==> src/hw/rtl/tcwqs_pkg.sv <==
package tcwqs_pkg;

    localparam int DEFAULT_QUEUE_DEPTH = 16;

    localparam int ID_W   = 32;
    localparam int AGE_W  = 7;
    localparam int TURN_W = 4;
    localparam int CNT_W  = 5;
    localparam int CFG_W  = 7;

    localparam logic [AGE_W-1:0]  HIGH_THR_RST = 7'd50;
    localparam logic [AGE_W-1:0]  MID_THR_RST  = 7'd40;
    localparam logic [TURN_W-1:0] HIGH_TURNS_RST = 4'd3;
    localparam logic [TURN_W-1:0] MID_TURNS_RST  = 4'd2;

    localparam logic [1:0] REG_HIGH_THR   = 2'd0;
    localparam logic [1:0] REG_MID_THR    = 2'd1;
    localparam logic [1:0] REG_HIGH_TURNS = 2'd2;
    localparam logic [1:0] REG_MID_TURNS  = 2'd3;

    localparam logic [1:0] OP_REGISTER = 2'd0;
    localparam logic [1:0] OP_SERVE    = 2'd1;
    localparam logic [1:0] OP_WITHDRAW = 2'd2;

    localparam logic [2:0] ST_REGISTERED = 3'd0;
    localparam logic [2:0] ST_DUPLICATE  = 3'd1;
    localparam logic [2:0] ST_SERVED     = 3'd2;
    localparam logic [2:0] ST_NONE       = 3'd3;
    localparam logic [2:0] ST_WITHDRAWN  = 3'd4;
    localparam logic [2:0] ST_NOT_FOUND  = 3'd5;
    localparam logic [2:0] ST_FULL       = 3'd6;

    localparam logic [1:0] CLS_HIGH = 2'd0;
    localparam logic [1:0] CLS_MID  = 2'd1;
    localparam logic [1:0] CLS_LOW  = 2'd2;

    typedef struct packed {
        logic [ID_W-1:0]  id;
        logic [AGE_W-1:0] age;
    } t_entry;

    typedef struct packed {
        logic             ok;
        logic [1:0]       cls;
        logic [CNT_W-1:0] hcnt;
        logic [CNT_W-1:0] mcnt;
        logic [1:0]       lflag;
    } t_pick;

endpackage

==> src/hw/rtl/three_class_weighted_queue_scheduler.sv <==
// Channel  | Direction | Handshake                  | Payload
// ---------+-----------+----------------------------+-------------------------------------------
// command  | in        | start & !busy              | i_op, i_person_id, i_age
// result   | out       | o_done, one cycle          | o_status, o_served_id, o_served_age,
//          |           |                            | o_served_class
// config   | in        | i_cfg_we                   | i_cfg_idx, i_cfg_data
//
// All three classes share one entry memory with a registered read.
// Register: searches the chosen class for the id, then writes the new entry at its tail.
// Serve: reads the head of the picked class, then shifts the rest down one slot.
// Withdraw: searches the classes in order high, mid, low, then shifts the hit class down over the found slot.
// Serve with nothing waiting and op 3 answer from the idle state without a scan. Reset is
// synchronous, active low, and needs no clearing pass. Results cannot be held off.
module three_class_weighted_queue_scheduler #(
    parameter int QUEUE_DEPTH = tcwqs_pkg::DEFAULT_QUEUE_DEPTH
) (
    input  logic                          i_clk,
    input  logic                          i_rst_n,
    input  logic                          start,
    output logic                          busy,
    input  logic [1:0]                    i_op,
    input  logic [tcwqs_pkg::ID_W-1:0]    i_person_id,
    input  logic [tcwqs_pkg::AGE_W-1:0]   i_age,
    output logic                          o_done,
    output logic [2:0]                    o_status,
    output logic [tcwqs_pkg::ID_W-1:0]    o_served_id,
    output logic [tcwqs_pkg::AGE_W-1:0]   o_served_age,
    output logic [1:0]                    o_served_class,
    input  logic                          i_cfg_we,
    input  logic [1:0]                    i_cfg_idx,
    input  logic [tcwqs_pkg::CFG_W-1:0]   i_cfg_data
);

    localparam int IW = $clog2(QUEUE_DEPTH + 1);
    localparam int MD = 3 * QUEUE_DEPTH;
    localparam int AW = $clog2(MD);
    localparam logic [AW-1:0] BASE_MID = AW'(QUEUE_DEPTH);
    localparam logic [AW-1:0] BASE_LOW = AW'(2 * QUEUE_DEPTH);
    localparam logic [IW-1:0] DEPTH_I  = IW'(QUEUE_DEPTH);

    localparam logic [1:0] S_IDLE  = 2'd0;
    localparam logic [1:0] S_SCAN  = 2'd1;
    localparam logic [1:0] S_SHIFT = 2'd2;

    localparam int CW = tcwqs_pkg::CNT_W;

    tcwqs_pkg::t_entry r_mem [MD];
    tcwqs_pkg::t_entry r_rd_data;

    logic [1:0]                         r_state, n_state;
    logic [1:0]                         r_op, n_op;
    logic [tcwqs_pkg::ID_W-1:0]         r_id, n_id;
    logic [tcwqs_pkg::AGE_W-1:0]        r_age, n_age;
    logic [1:0]                         r_cls, n_cls;
    logic [IW-1:0]                      r_idx, n_idx;
    logic [IW-1:0]                      r_pos, n_pos;
    logic                               r_rd_vld, n_rd_vld;
    logic [IW-1:0]                      r_rd_pos, n_rd_pos;
    logic [IW-1:0]                      r_occ [3];
    logic [IW-1:0]                      n_occ [3];
    logic [CW-1:0]                      r_hcnt, n_hcnt;
    logic [CW-1:0]                      r_mcnt, n_mcnt;
    logic [1:0]                         r_lflag, n_lflag;

    logic [tcwqs_pkg::AGE_W-1:0]        r_hi_thr, r_mid_thr;
    logic [tcwqs_pkg::TURN_W-1:0]       r_hi_turns, r_mid_turns;

    logic                               r_done, n_done;
    logic [2:0]                         r_status, n_status;
    logic [tcwqs_pkg::ID_W-1:0]         r_oid, n_oid;
    logic [tcwqs_pkg::AGE_W-1:0]        r_oage, n_oage;
    logic [1:0]                         r_ocls, n_ocls;

    logic                               mem_we, rd_en;
    logic [AW-1:0]                      mem_waddr, mem_raddr, base;
    tcwqs_pkg::t_entry                  mem_wdata;
    logic [IW-1:0]                      occ_cur;
    logic [1:0]                         age_cls;
    logic [CW-1:0]                      t1, t2;
    logic                               hit, more;
    tcwqs_pkg::t_pick                   pk_first, pk;

    function automatic tcwqs_pkg::t_pick pick_once(
        input logic [CW-1:0] hcnt,
        input logic [CW-1:0] mcnt,
        input logic [1:0]    lflag,
        input logic          e0,
        input logic          e1,
        input logic          e2,
        input logic [CW-1:0] lim1,
        input logic [CW-1:0] lim2
    );
        tcwqs_pkg::t_pick p;
        p.ok    = 1'b0;
        p.cls   = tcwqs_pkg::CLS_HIGH;
        p.hcnt  = hcnt;
        p.mcnt  = mcnt;
        p.lflag = lflag;
        if (e0 && p.hcnt <= lim1) begin
            p.hcnt = lim1 + CW'(1);
        end
        if (e1 && p.mcnt <= lim2) begin
            p.mcnt = lim2 + CW'(1);
        end
        if (e2 && p.lflag <= 2'd1) begin
            p.lflag = 2'd2;
        end
        priority if (p.hcnt <= lim1) begin
            p.hcnt  = p.hcnt + CW'(1);
            p.lflag = 2'd1;
            p.cls   = tcwqs_pkg::CLS_HIGH;
            p.ok    = 1'b1;
        end else if (p.mcnt <= lim2) begin
            p.mcnt  = p.mcnt + CW'(1);
            p.cls   = tcwqs_pkg::CLS_MID;
            p.ok    = 1'b1;
        end else if (p.lflag == 2'd1) begin
            p.lflag = 2'd2;
            p.hcnt  = CW'(1);
            p.mcnt  = CW'(1);
            p.cls   = tcwqs_pkg::CLS_LOW;
            p.ok    = 1'b1;
        end
        return p;
    endfunction

    assign busy           = (r_state != S_IDLE);
    assign o_done         = r_done;
    assign o_status       = r_status;
    assign o_served_id    = r_oid;
    assign o_served_age   = r_oage;
    assign o_served_class = r_ocls;

    assign t1 = (r_hi_turns == '0) ? CW'(1) : CW'(r_hi_turns);
    assign t2 = (r_mid_turns == '0) ? CW'(1) : CW'(r_mid_turns);

    assign age_cls = (i_age > r_hi_thr)  ? tcwqs_pkg::CLS_HIGH :
                     (i_age > r_mid_thr) ? tcwqs_pkg::CLS_MID  : tcwqs_pkg::CLS_LOW;

    assign occ_cur = r_occ[r_cls];
    assign base    = (r_cls == tcwqs_pkg::CLS_HIGH) ? '0 :
                     (r_cls == tcwqs_pkg::CLS_MID)  ? BASE_MID : BASE_LOW;
    assign mem_raddr = base + AW'(r_idx);
    assign hit  = r_rd_vld && (r_rd_data.id == r_id);
    assign more = (r_idx < occ_cur);

    always_comb begin
        pk_first = pick_once(r_hcnt, r_mcnt, r_lflag, r_occ[0] == '0, r_occ[1] == '0,
                             r_occ[2] == '0, t1, t2);
        pk = pk_first;
        if (!pk_first.ok) begin
            pk = pick_once(CW'(1), CW'(1), 2'd1, r_occ[0] == '0, r_occ[1] == '0,
                           r_occ[2] == '0, t1, t2);
        end
    end

    always_comb begin
        n_state  = r_state;
        n_op     = r_op;
        n_id     = r_id;
        n_age    = r_age;
        n_cls    = r_cls;
        n_idx    = r_idx;
        n_pos    = r_pos;
        n_rd_vld = 1'b0;
        n_rd_pos = r_rd_pos;
        n_occ    = r_occ;
        n_hcnt   = r_hcnt;
        n_mcnt   = r_mcnt;
        n_lflag  = r_lflag;
        n_done   = 1'b0;
        n_status = r_status;
        n_oid    = r_oid;
        n_oage   = r_oage;
        n_ocls   = r_ocls;
        mem_we    = 1'b0;
        mem_waddr = base + AW'(occ_cur);
        mem_wdata = '{id: r_id, age: r_age};
        rd_en     = 1'b0;

        unique case (r_state)
            S_IDLE: begin
                if (start) begin
                    n_op  = i_op;
                    n_id  = i_person_id;
                    n_age = i_age;
                    n_idx = '0;
                    n_pos = '0;
                    unique case (i_op)
                        tcwqs_pkg::OP_REGISTER: begin
                            n_cls   = age_cls;
                            n_state = S_SCAN;
                        end
                        tcwqs_pkg::OP_WITHDRAW: begin
                            n_cls   = tcwqs_pkg::CLS_HIGH;
                            n_state = S_SCAN;
                        end
                        tcwqs_pkg::OP_SERVE: begin
                            if (r_occ[0] != '0 || r_occ[1] != '0 || r_occ[2] != '0) begin
                                n_cls   = pk.cls;
                                n_hcnt  = pk.hcnt;
                                n_mcnt  = pk.mcnt;
                                n_lflag = pk.lflag;
                                n_state = S_SHIFT;
                            end else begin
                                n_done   = 1'b1;
                                n_status = tcwqs_pkg::ST_NONE;
                                n_oid    = '0;
                                n_oage   = '0;
                                n_ocls   = '0;
                            end
                        end
                        default: begin
                            n_done   = 1'b1;
                            n_status = tcwqs_pkg::ST_NONE;
                            n_oid    = '0;
                            n_oage   = '0;
                            n_ocls   = '0;
                        end
                    endcase
                end
            end
            S_SCAN: begin
                if (hit) begin
                    if (r_op == tcwqs_pkg::OP_REGISTER) begin
                        n_done   = 1'b1;
                        n_status = tcwqs_pkg::ST_DUPLICATE;
                        n_oid    = r_id;
                        n_oage   = r_age;
                        n_ocls   = r_cls;
                        n_state  = S_IDLE;
                    end else begin
                        n_idx   = r_rd_pos;
                        n_pos   = r_rd_pos;
                        n_state = S_SHIFT;
                    end
                end else if (more) begin
                    rd_en    = 1'b1;
                    n_rd_vld = 1'b1;
                    n_rd_pos = r_idx;
                    n_idx    = r_idx + IW'(1);
                end else if (!r_rd_vld) begin
                    if (r_op == tcwqs_pkg::OP_REGISTER) begin
                        n_done  = 1'b1;
                        n_oid   = r_id;
                        n_oage  = r_age;
                        n_ocls  = r_cls;
                        n_state = S_IDLE;
                        if (occ_cur >= DEPTH_I) begin
                            n_status = tcwqs_pkg::ST_FULL;
                        end else begin
                            mem_we       = 1'b1;
                            n_occ[r_cls] = occ_cur + IW'(1);
                            n_status     = tcwqs_pkg::ST_REGISTERED;
                        end
                    end else if (r_cls == tcwqs_pkg::CLS_LOW) begin
                        n_done   = 1'b1;
                        n_status = tcwqs_pkg::ST_NOT_FOUND;
                        n_oid    = '0;
                        n_oage   = '0;
                        n_ocls   = '0;
                        n_state  = S_IDLE;
                    end else begin
                        n_cls = r_cls + 2'd1;
                        n_idx = '0;
                    end
                end
            end
            S_SHIFT: begin
                if (r_rd_vld) begin
                    if (r_rd_pos == r_pos) begin
                        n_id  = r_rd_data.id;
                        n_age = r_rd_data.age;
                    end else begin
                        mem_we    = 1'b1;
                        mem_waddr = base + AW'(r_rd_pos - IW'(1));
                        mem_wdata = r_rd_data;
                    end
                end
                if (more) begin
                    rd_en    = 1'b1;
                    n_rd_vld = 1'b1;
                    n_rd_pos = r_idx;
                    n_idx    = r_idx + IW'(1);
                end else if (!r_rd_vld) begin
                    n_occ[r_cls] = occ_cur - IW'(1);
                    n_done       = 1'b1;
                    n_status     = (r_op == tcwqs_pkg::OP_SERVE) ? tcwqs_pkg::ST_SERVED
                                                                 : tcwqs_pkg::ST_WITHDRAWN;
                    n_oid        = r_id;
                    n_oage       = r_age;
                    n_ocls       = r_cls;
                    n_state      = S_IDLE;
                end
            end
            default: begin
                n_state = S_IDLE;
            end
        endcase
    end

    always_ff @(posedge i_clk) begin
        if (mem_we) begin
            r_mem[mem_waddr] <= mem_wdata;
        end
        if (rd_en) begin
            r_rd_data <= r_mem[mem_raddr];
        end
    end

    always_ff @(posedge i_clk) begin
        if (!i_rst_n) begin
            r_state     <= S_IDLE;
            r_rd_vld    <= 1'b0;
            r_occ       <= '{default: '0};
            r_hcnt      <= CW'(1);
            r_mcnt      <= CW'(1);
            r_lflag     <= 2'd1;
            r_done      <= 1'b0;
            r_hi_thr    <= tcwqs_pkg::HIGH_THR_RST;
            r_mid_thr   <= tcwqs_pkg::MID_THR_RST;
            r_hi_turns  <= tcwqs_pkg::HIGH_TURNS_RST;
            r_mid_turns <= tcwqs_pkg::MID_TURNS_RST;
        end else begin
            r_state  <= n_state;
            r_rd_vld <= n_rd_vld;
            r_occ    <= n_occ;
            r_hcnt   <= n_hcnt;
            r_mcnt   <= n_mcnt;
            r_lflag  <= n_lflag;
            r_done   <= n_done;
            if (i_cfg_we) begin
                unique case (i_cfg_idx)
                    tcwqs_pkg::REG_HIGH_THR:   r_hi_thr    <= i_cfg_data;
                    tcwqs_pkg::REG_MID_THR:    r_mid_thr   <= i_cfg_data;
                    tcwqs_pkg::REG_HIGH_TURNS: r_hi_turns  <= i_cfg_data[tcwqs_pkg::TURN_W-1:0];
                    tcwqs_pkg::REG_MID_TURNS:  r_mid_turns <= i_cfg_data[tcwqs_pkg::TURN_W-1:0];
                    default: ;
                endcase
            end
        end
    end

    always_ff @(posedge i_clk) begin
        r_op     <= n_op;
        r_id     <= n_id;
        r_age    <= n_age;
        r_cls    <= n_cls;
        r_idx    <= n_idx;
        r_pos    <= n_pos;
        r_rd_pos <= n_rd_pos;
        r_status <= n_status;
        r_oid    <= n_oid;
        r_oage   <= n_oage;
        r_ocls   <= n_ocls;
    end

    a_occ_bound: assert property (@(posedge i_clk) disable iff (!i_rst_n)
        r_occ[0] <= DEPTH_I && r_occ[1] <= DEPTH_I && r_occ[2] <= DEPTH_I)
        else $error("class occupancy beyond queue depth");

    a_done_when_idle: assert property (@(posedge i_clk) disable iff (!i_rst_n)
        o_done |-> !busy)
        else $error("result strobe while a transaction is still in progress");

    a_done_cause: assert property (@(posedge i_clk) disable iff (!i_rst_n)
        $rose(o_done) |-> $past(busy) || $past(start))
        else $error("result strobe without a transaction in progress");

    a_shift_in_range: assert property (@(posedge i_clk) disable iff (!i_rst_n)
        (r_state == S_SHIFT && r_rd_vld) |-> r_rd_pos < occ_cur)
        else $error("shift read beyond class occupancy");

    a_turn_bound: assert property (@(posedge i_clk) disable iff (!i_rst_n)
        r_hcnt <= CW'(16) && r_mcnt <= CW'(16) && r_lflag != 2'd0 && r_lflag != 2'd3)
        else $error("turn counters out of range");

endmodule
==> config.mk <==
export PLATFORM = sky130hd
export DESIGN_NAME = three_class_weighted_queue_scheduler
export DESIGN_NICKNAME = d
export VERILOG_FILES = /design/src/hw/rtl/tcwqs_pkg.sv /design/src/hw/rtl/three_class_weighted_queue_scheduler.sv
export SDC_FILE = /design/constraint.sdc
export NUM_CORES = 2
export LEC_CHECK = 0
export ABC_AREA = 1
export BUFFER_PORTS_ARGS = -buffer_cell sky130_fd_sc_hd__buf_4
export CAP_MARGIN = 20
export CORE_MARGIN = 1.5
export CORE_UTILIZATION = 52
export CTS_CLUSTER_DIAMETER = 150
export CTS_CLUSTER_SIZE = 12
export DETAILED_ROUTE_END_ITERATION = 8
export GPL_ROUTABILITY_DRIVEN = 0
export PLACE_DENSITY = 0.68
export SLEW_MARGIN = 25
export SYNTH_ARGS = -nofsm -noshare
export SYNTH_HDL_FRONTEND = slang
export SYNTH_SLANG_ARGS = --single-unit
==> constraint.sdc <==
create_clock -name i_clk -period 11.5 [get_ports i_clk]
set_clock_uncertainty 0.2 [all_clocks]
set_input_delay 0.575 -clock i_clk [delete_from_list [all_inputs] [get_ports i_clk]]
set_output_delay 0.575 -clock i_clk [all_outputs]
set_load 0.05 [all_outputs]
==> results_dict.tcl <==
set metrics [dict create \
    p_per_area_mw_per_mm2 257 \
    r2r_slack_ns 6.32 \
    setup_slack_ns 6.32 \
    worstMarginPinSlew_ns 1.11 \
    grt_overflow 0 \
    post-dp-hpwl_mm 122 \
    place_inst 8653 \
    reg2reg_depth 15 \
    synth-xor-area-share 0.00429 \
    holdCritStartpoint "i_cfg_we" \
    cts_buffers 190 \
    finalMaxSlewViolations 0 \
    synth.avg_cell_area_um2 12.5 \
    leakage_nw 30.9 \
    fin_cells 8932 \
    ctsResizeCount 0 \
    critPathLaunchType "flop" \
    ys_seq_elements 2066 \
    pin_count 100 \
    synth_top_family_by_area "compound AO/OA/AOI/OAI gates" \
    core_mm2 0.160 \
    holdPathStages 4 \
    fp-row-count 147 \
    cts_buffer_depth 3 \
    syn_nets 6804 \
    hold_path.class "in2reg" \
    synth_fa_ha_area_frac 0.00905 \
    syn_area_mm2 0.0838 \
    fin_area_mm2 0.0928 \
    synth_cell_types 50 \
    cp-startpoint "r_cls[0]$_DFFE_PP_" \
    htree_levels 4 \
    chipHeight_um 404 \
    drtIter0Drc 7769 \
    grt_pass1_vias 53400 \
    initial_core_util 0.523 \
    fmax_mhz 193 \
    wire_per_inst_um 26.4 \
    dieArea_mm2 0.164 \
    root_buffer "clkbuf_16" \
    fin_crit_ns 5.18 \
    peakVddDrop_v 0.000210 \
    synth_edf_count 2013 \
    crit_type "reg2reg" \
    final_common_cell "edfxtp_1" \
    maxSlewHeadroom 0.255 \
    postCtsSetupRepairBufs 0 \
    ys.flop_type "edfxtp_1" \
    drive_above_1_share 0.0846 \
    ant_nets 0 \
    worstPathMaxFanout 29 \
    fin_util 0.579 \
    critPathCaptureType "flop" \
    arrival_ns 5.41 \
    synth-simple-area-share 0.0854 \
    drv_cap 0 \
    wl_mm 236 \
    pre_cts_slack_ns 6.40 \
    synthesis.instances 6690 \
    cts_tree "yes" \
    drc 0 \
    rsz0062_at_grt "no" \
    port_buffers 99 \
    ys_warn_count 0 \
    first_pass_iters 6 \
    syn2layout_area_growth_pct 10.7 \
    hold_end "r_hi_turns[1]$_SDFFE_PN1P_" \
    dieWidth_um 404 \
    cts_sinks 2066 \
    r2r-end "r_mem[25][11]$_DFFE_PP_" \
    rr_startpoint "r_cls[0]$_DFFE_PP_" \
    fillers 12400 \
    antenna_cells 0 \
    placed_area_mm2 0.0871 \
    status "finished clean" \
    finalSetupViolCount 0 \
    mostFrequentLayoutCells "edfxtp_1 (2013), nor2_1 (1233), o21ai_0 (1162), o22ai_1 (497), nand2_1 (414)" \
    yosysSeqAreaShare 0.734 \
    hold_ws_ns 0.0785 \
    grt_usage 0.286 \
    tns_ns 0 \
    antenna_found_initial 5 \
    vias_per_cell 6.28 \
    layout.nets 6861 \
    required_ns 11.73 \
    clkTransAtPathRegs_ns 0.07 \
    period_share 0.451 \
    muxShareOfSynthArea 0 \
    synth-compound-area-share 0.134 \
    hold_violations 0 \
    async_reset_ff_frac 0 \
    vias 56100 \
    grt_max_degree 211 \
    clk_latency_ns 0.83 \
    p_total_mw 23.9 \
    grt_pass1_wl_mm 347 \
]
-- worst max-delay path: stages, from the launching register on --
cell and delay, ns:
edfxtp_1 0.52, inv_2 0.20, nand2_4 0.09, o21ai_0 0.47, inv_1 0.16, ha_1 0.33
a21oi_1 0.07, o21a_1 0.18, nand2_2 0.10, inv_2 0.06, nor2_4 0.09, nand4_2 0.10
a21oi_4 0.40, nand4_2 0.46, nor2_4 0.62, buf_4 0.71
-- state kept, by name (all words and copies together) (netlist names), 3 cells and up --
name and flops:
r_mem 1872, r_rd_data 39, o_served_id 32, r_id 32, r_occ 15, o_served_age 7, r_age 7, r_hi_thr 7
r_mid_thr 7, r_hcnt 5, r_idx 5, r_mcnt 5, r_pos 5, r_rd_pos 5, r_hi_turns 4, r_mid_turns 4
o_status 3
-- how the worst max path moves through the flow --
stage,to,depth (start not counted)
5_1_grt,r_rd_data[22]$_DFFE_PP_,10
4_1_cts,r_mem[25][16]$_DFFE_PP_,15
6_report,r_mem[25][11]$_DFFE_PP_,15
3_3_place_gp,r_mem[25][33]$_DFFE_PP_,15
3_5_place_dp,r_rd_data[22]$_DFFE_PP_,10
2_1_floorplan,r_mem[0][0]$_DFFE_PP_,14
-- power by group --
part / switching, mW / total [mW] / internal (mW) / leakage, nW
Sequential: 0.235 / 9.73 / 9.49 / 18.6
Clock: 2.55 / 5.54 / 2.99 / 2.46
Combinational: 6.44 / 8.59 / 2.16 / 9.82
Total: 9.23 / 23.9 / 14.6 / 30.9
-- logic make-up after synthesis --
logic type      count (synthesis)
xor+xnor                       41
buf+inv                       688
compound gates               2015
simple gates                 1820
fa+ha+maj                      60
flops                        2066
-- what timing repair did --
| item | 4_1_cts | 5_1_grt |
|---|---|---|
| endpoints found under the setup margin | 0 | 0 |
| hold endpoints to repair | 79 | 0 |
| hold buffers | 62 | 0 |
-- area by class of cell --
class	count	area [um^2]	area share
sequential	2066	61500	0.663
timing repair buffer	298	2470	0.0266
tap	2160	2700	0.0291
inverter	255	982	0.0106
clock buffer	211	4940	0.0533
multi-input combinational	3936	20100	0.216
clock inverter	6	83.8	0.000904
-- cells in the mapped netlist (27+ instances only) --
cell type | n | share of area
edfxtp_1 | 2013 | 0.72
nor2_1 | 1284 | 0.058
o21ai_0 | 1201 | 0.072
o22ai_1 | 497 | 0.037
nand2_1 | 414 | 0.019
clkbuf_1 | 317 | 0.014
inv_1 | 249 | 0.011
buf_2 | 87 | 0.0052
a21oi_1 | 85 | 0.0051
o21ai_1 | 69 | 0.0041
ha_1 | 59 | 0.0088
dfxtp_1 | 53 | 0.013
nand3_1 | 50 | 0.0030
o221ai_1 | 38 | 0.0040
nor3_1 | 31 | 0.0019
o211ai_1 | 30 | 0.0027
xor2_1 | 29 | 0.0030
a31oi_1 | 27 | 0.0020
-- layer usage --
| layer | up-vias | GRT usage | routed length (um) |
|---|---|---|---|
| met3 | 472 | 0.0486 | 26700 |
| met1 | 27700 | 0.401 | 91200 |
| li1 | 24600 | - | - |
| met5 | - | 0 | 0 |
| met4 | 0 | 0.0991 | 7810 |
| met2 | 3378 | 0.456 | 110000 |
Note: power is estimated with default switching activity, not from simulation.
